`src/rtl/hcc_pkg.sv`:
```
`default_nettype none
// ----------------------------------------------------------------------------
// hcc_pkg
// Shared constants and types for the hashed coordinate cache: field widths,
// mixer constants, table entry layout and the hash unit request/response.
// ----------------------------------------------------------------------------
package hcc_pkg;

  // Table geometry; CAPACITY must be a power of two
  localparam int unsigned CAPACITY = 1024;
  localparam int unsigned IDX_W    = $clog2(CAPACITY);

  // Field widths
  localparam int unsigned KEY_W    = 64;
  localparam int unsigned XZ_W     = 28;
  localparam int unsigned Y_W      = 8;
  localparam int unsigned SAMPLE_W = 16;
  localparam int unsigned HALF_W   = KEY_W / 2;

  // 64-bit finalizer constants
  localparam logic [KEY_W-1:0] MIX_MUL1  = 64'hFF51_AFD7_ED55_8CCD;
  localparam logic [KEY_W-1:0] MIX_MUL2  = 64'hC4CE_B9FE_1A85_EC53;
  localparam int unsigned      MIX_SHIFT = 33;

  // Item kinds
  localparam logic KIND_ACCESS = 1'b0;
  localparam logic KIND_CLEAR  = 1'b1;

  typedef logic [IDX_W-1:0]    idx_t;
  typedef logic [KEY_W-1:0]    key_t;
  typedef logic [SAMPLE_W-1:0] sample_t;

  typedef struct packed {
    key_t    key;
    sample_t value;
  } entry_t;

  localparam int unsigned ENTRY_W     = $bits(entry_t);
  localparam entry_t      ENTRY_CLEAR = '{key: '1, value: '0};

  typedef struct packed {
    logic start;
    key_t key;
  } hash_req_t;

  typedef struct packed {
    logic done;
    idx_t slot;
  } hash_rsp_t;

endpackage
`default_nettype wire

```
`src/rtl/hcc_hash.sv`:
```
`default_nettype none
// ----------------------------------------------------------------------------
// hcc_hash
// Iterative 64-bit finalizer. Each 64x64 (low half) multiply is built from
// three 32x32 partial products on one shared multiplier; the slot index is
// the low bits of the mixed key.
// ----------------------------------------------------------------------------
module hcc_hash import hcc_pkg::*; (
  input  logic      clk_i,
  input  logic      rst_ni,
  input  hash_req_t req_i,
  output hash_rsp_t rsp_o
);

  typedef enum logic [4:0] {
    HS_IDLE = 5'b00001,
    HS_LL   = 5'b00010,
    HS_HL   = 5'b00100,
    HS_LH   = 5'b01000,
    HS_FOLD = 5'b10000
  } hash_step_e;

  hash_step_e        step_q, step_d;
  logic              round_q, round_d;
  logic              done_q, done_d;
  key_t              x_q;
  logic [KEY_W-1:0]  prod_q;
  logic [KEY_W-1:0]  acc_q;
  logic [HALF_W-1:0] mul_a;
  logic [HALF_W-1:0] mul_b;
  logic [KEY_W-1:0]  prod_d;
  key_t              mul_c;
  key_t              mul_full;

  function automatic key_t xor_shift(input key_t k);
    return k ^ (k >> MIX_SHIFT);
  endfunction

  assign mul_c = round_q ? MIX_MUL2 : MIX_MUL1;

  // Pick the partial product for this step
  always_comb begin
    mul_a = '0;
    mul_b = '0;
    case (step_q)
      HS_LL: begin
        mul_a = x_q[HALF_W-1:0];
        mul_b = mul_c[HALF_W-1:0];
      end
      HS_HL: begin
        mul_a = x_q[KEY_W-1:HALF_W];
        mul_b = mul_c[HALF_W-1:0];
      end
      HS_LH: begin
        mul_a = x_q[HALF_W-1:0];
        mul_b = mul_c[KEY_W-1:HALF_W];
      end
      default: begin
        mul_a = '0;
        mul_b = '0;
      end
    endcase
  end

  // Full 64-bit product of the two 32-bit operands
  assign prod_d   = {{HALF_W{1'b0}}, mul_a} * {{HALF_W{1'b0}}, mul_b};
  assign mul_full = {acc_q[KEY_W-1:HALF_W] + prod_q[HALF_W-1:0], acc_q[HALF_W-1:0]};

  always_comb begin
    step_d  = step_q;
    round_d = round_q;
    done_d  = 1'b0;
    case (step_q)
      HS_IDLE: begin
        if (req_i.start) begin
          step_d  = HS_LL;
          round_d = 1'b0;
        end
      end
      HS_LL:   step_d = HS_HL;
      HS_HL:   step_d = HS_LH;
      HS_LH:   step_d = HS_FOLD;
      HS_FOLD: begin
        if (round_q) begin
          step_d = HS_IDLE;
          done_d = 1'b1;
        end else begin
          step_d  = HS_LL;
          round_d = 1'b1;
        end
      end
      default: step_d = HS_IDLE;
    endcase
  end

  always_ff @(posedge clk_i or negedge rst_ni) begin
    if (!rst_ni) begin
      step_q  <= HS_IDLE;
      round_q <= 1'b0;
      done_q  <= 1'b0;
    end else begin
      step_q  <= step_d;
      round_q <= round_d;
      done_q  <= done_d;
    end
  end

  always_ff @(posedge clk_i) begin
    case (step_q)
      HS_IDLE: begin
        if (req_i.start) begin
          x_q <= xor_shift(req_i.key);
        end
      end
      HS_LL: prod_q <= prod_d;
      HS_HL: begin
        prod_q <= prod_d;
        acc_q  <= prod_q;
      end
      HS_LH: begin
        prod_q                <= prod_d;
        acc_q[KEY_W-1:HALF_W] <= acc_q[KEY_W-1:HALF_W] + prod_q[HALF_W-1:0];
      end
      HS_FOLD: x_q <= xor_shift(mul_full);
      default: x_q <= x_q;
    endcase
  end

  assign rsp_o.done = done_q;
  assign rsp_o.slot = x_q[IDX_W-1:0];

endmodule
`default_nettype wire

```
`config.mk`:
```
export PLATFORM = sky130hd
export DESIGN_NAME = hcc_hash
export DESIGN_NICKNAME = d
export VERILOG_FILES = /design/src/rtl/hcc_pkg.sv /design/src/rtl/hcc_hash.sv
export SDC_FILE = /design/constraint.sdc
export NUM_CORES = 2
export LEC_CHECK = 0
export BUFFER_PORTS_ARGS = -buffer_cell sky130_fd_sc_hd__buf_4
export CAP_MARGIN = 5
export CORE_UTILIZATION = 25
export CTS_CLUSTER_SIZE = 40
export DETAILED_ROUTE_END_ITERATION = 8
export PLACE_DENSITY = 0.37
export SLEW_MARGIN = 20
export SYNTH_ARGS = -nofsm -noshare
export SYNTH_HDL_FRONTEND = slang
export SYNTH_SLANG_ARGS = --single-unit
```
`constraint.sdc`:
```
create_clock -name clk_i -period 31.1 [get_ports clk_i]
set_input_delay 7.775 -clock clk_i [delete_from_list [all_inputs] [get_ports clk_i]]
set_output_delay 7.775 -clock clk_i [all_outputs]
set_load 0.005 [all_outputs]
```
==> impl_metrics.json <==
{
  "critical_path.endpoint_type": "flip-flop",
  "placement.cell_area_sq_um": 42500,
  "fmaxAchievable_ghz": 0.0897,
  "finalPower_w": 0.00215,
  "min_path_cells": 0,
  "crit_path_top_delay_cell": "nor2_1",
  "floorplan.die_area_sq_um": 159000,
  "num-nets-final": 5265,
  "post-route-drc-count": 0,
  "period_needed_ns": 11.14,
  "grt_start_max_net_pins": 75,
  "outcome": "finished clean",
  "fin_worst_skew_ns": 0.0311,
  "wirelength_um": 151000,
  "path_common_cell": "fa_1",
  "core_area_sq_um": 156000,
  "first_iter_violations": 2001,
  "global_route_usage_over_all_layers": 0.192,
  "detailed_place_hpwl_um": 131000,
  "timing.setup.critical_path_class": "flip-flop to flip-flop",
  "synth_cell_type_count": 83,
  "worstSkewPairLatency_ns": 0.51,
  "num_vias": 27500,
  "cts_sinks": 199,
  "crit_buf_inv": 6,
  "antenna_violations_before_repair": 6,
  "detail_route.vias_per_cell": 4.52,
  "synth_warnings": 0,
  "tightest_slew_ns": 1.10,
  "cp-start-kind": "flip-flop",
  "io_buffer_count": 77,
  "cts-hold-fix-buffers": 0,
  "timing_max_transition_violations_final": 0,
  "syn_inst": 3991,
  "post_route_cells_drive_above_1_share": 0.0600,
  "finalHoldViolations": 0,
  "ant_nets": 0,
  "setup_violations": 0,
  "std_cell_rows": 145,
  "timing.critical_path.slowest_cell_delay_ns": 0.78,
  "worst_setup_hold_path_clk_slew_ns": 0.09,
  "final_area_sq_um": 43200,
  "ir_worst_vdd_mv": 0.0295,
  "synth_area_sq_um": 39300,
  "rrSetupSlack_ns": 19.96,
  "setup-tns-final_ns": 0,
  "synth_fp_nets": 5226,
  "wire_per_inst_um": 24.7,
  "timing.hold.worst_endpoint": "acc_q[2]",
  "ys_ff_latch": 199,
  "finalCritPeriodShare": 0.358,
  "total_leakage_power_nw": 21.8,
  "synth_edf_count": 192,
  "synth_area_per_cell_sq_um": 9.86,
  "cts_inserted_buffers": 25,
  "drv.max_cap_violation_count": 0,
  "post_cts.repair.setup_buffers": 0,
  "holdCritPathClass": "flip-flop to flip-flop",
  "cp_data_arrival_time_ns": 11.41,
  "filler_cell_count": 16700,
  "first_global_vias": 29800,
  "placer_congestion_estimate": 0.902,
  "reg2regPathDepth": 30,
  "crit_required_ns": 31.37,
  "die_width_um": 399,
  "rsz0062_at_grt": "no",
  "num_antenna_cells": 0,
  "area.growth.synth_to_final_pct": 9.95,
  "detailedRoute.firstPassIterationCount": 5,
  "hold_path.startpoint": "prod_q[2]",
  "ys_async_sr_fraction": 0.0352,
  "tritoncts": "built",
  "critical_path.reg2reg.startpoint": "step_q[4]",
  "post_cts_resized": 0,
  "synth_ff_type": "edfxtp_1",
  "power.density_nw_per_um2": 49.7,
  "highest_net_fanout_along_the_worst_path": 25,
  "grt_remaining_overflow": 0,
  "ioPinCount": 78,
  "share_of_synthesized_area_occupied_by_flip_flops_and_latches": 0.151,
  "grt_first_pass_wirelength_um": 218000,
  "initial_core_util": 0.252,
  "die_height_um": 399,
  "worst_r2r_endpoint": "prod_q[56]",
  "h_tree_level_count": 4,
  "clk_path_buf_depth": 3,
  "root_buffer": "clkbuf_16",
  "slew_headroom": 0.262,
  "critPathTopFamily": "adder cells"
}
==> stage by stage <==
stage	setup WS (ns)	util	cells	hold WS (ns)
after floorplan	20.80	-	3991	0.433
after global placement	19.80	0.272	6060	0.465
after detailed placement	19.95	0.272	6061	0.466
after CTS	19.96	0.277	6093	0.484
after global routing	19.47	0.277	6093	0.497
final	19.96	0.277	6093	0.490
==> metal layers <==
layer,track usage,part of all wire,vias to the layer above,routed length [um]
met5,0,0,-,0
met4,0.0507,0.030,0,4540
met3,0.0164,0.035,136,5210
met2,0.310,0.46,638,69700
met1,0.276,0.47,14400,71100
li1,-,-,12400,-
==> synthesized netlist by cell type (all sizes together) (3+ instances only) <==
master	number	area, sq um
inv	970	3640
fa	798	16000
nand2	377	1420
ha	370	4630
nor2	278	1040
edfxtp	192	5770
a21oi	141	709
o21ai	134	678
xnor2	115	1010
clkbuf	98	369
xor2	85	744
a21o	74	557
a22oi	29	223
nand3	29	145
buf	28	161
mux2	27	304
o21bai	21	158
a31oi	19	119
and3	17	108
nand2b	16	100
nand4	16	100
nor3	14	70.1
nor2b	12	75.1
a211oi	10	75.1
clkinv	9	33.8
o21a	9	67.6
or2	9	56.3
a22o	8	70.1
a31o	7	61.3
and2	7	43.8
dfrtp	6	150
a41oi	5	77.6
o31ai	5	37.5
a21boi	4	30.0
nor3b	4	40.0
o211ai	4	30.0
or3	4	25.0
a2111oi	3	51.3
and4	3	26.3
maj3	3	30.0
==> layout by cell type (no fill, tap or decap), types with 6 or more instances in the layout <==
cell type / instances
o21ai_0: 127
nand2b_1: 15
a22oi_1: 28
xor2_1: 85
nand3_1: 29
and3_1: 16
ha_1: 370
or2_2: 8
and2_1: 6
nand4_1: 16
o21a_1: 9
nand2_1: 376
a31oi_1: 19
nor2_1: 274
inv_1: 967
xnor2_1: 115
buf_4: 136
clkinv_1: 9
a22o_1: 8
mux2_2: 27
a21oi_1: 140
fa_1: 798
nor2b_1: 12
a21o_1: 73
o21bai_1: 21
clkbuf_16: 25
a211oi_1: 10
a31o_2: 7
nor3_1: 14
edfxtp_1: 192
==> how the worst max path moves through the flow <==
stage          startpoint         end  slack (ns)  cells after the start
6_report        step_q[4]  prod_q[56]       19.96                     30
5_1_grt         step_q[4]  prod_q[56]       19.47                     30
4_1_cts         step_q[4]  prod_q[56]       19.96                     30
3_5_place_dp    step_q[4]  prod_q[56]       19.95                     30
3_3_place_gp    step_q[0]  prod_q[60]       19.80                     32
2_1_floorplan   step_q[4]  prod_q[62]       20.80                     30
==> cell type report <==
class                      instances  area [sq um]  area share
timing repair buffer             138          1060      0.0245
inverter                         979          3670      0.0850
clock inverter                     7           145     0.00336
sequential                       199          5940       0.137
tap                             2058          2570      0.0595
clock buffer                      25           626      0.0145
multi-input combinational       2687         29200       0.676
==> registers in the layout, indices dropped and copies added, names as in the netlist <==
| register | count |
|---|---|
| acc_q | 64 |
| prod_q | 64 |
| x_q | 64 |
| step_q | 5 |
| done_q | 1 |
| round_q | 1 |
==> logic make-up after synthesis <==
kind of cell / count (synthesis) / share of synthesized area
flip-flops: 199 / 0.151
adder cells (fa/ha/maj): 1171 / 0.525
multiplexers: 27 / 0.00773
AO/OA/AOI/OAI: 494 / 0.0803
AND/OR/NAND/NOR: 794 / 0.0843
XOR/XNOR: 201 / 0.0451
buffers and inverters: 1105 / 0.107
==> power by group <==
| group | total [W] | switching (W) | leakage, nW | internal, W |
|---|---|---|---|---|
| logic | 0.00144 | 0.000948 | 19.6 | 0.000492 |
| registers | 0.000421 | 0.0000325 | 1.86 | 0.000389 |
| clock network | 0.000289 | 0.000111 | 0.374 | 0.000178 |
| total | 0.00215 | 0.00109 | 21.8 | 0.00106 |
==> worst register-to-register path: cells and delay by family (launching register included) <==
kind / cells / cell delay (ns)
buffers and inverters: 6 / 1.20
adders and majority gates: 9 / 4.42
xor gates and xnor gates: 1 / 0.16
and+or+nand+nor: 7 / 2.62
DFF: 1 / 0.40
AOI/OAI and AO/OA: 7 / 2.13
(Power assumes the default switching activity.)
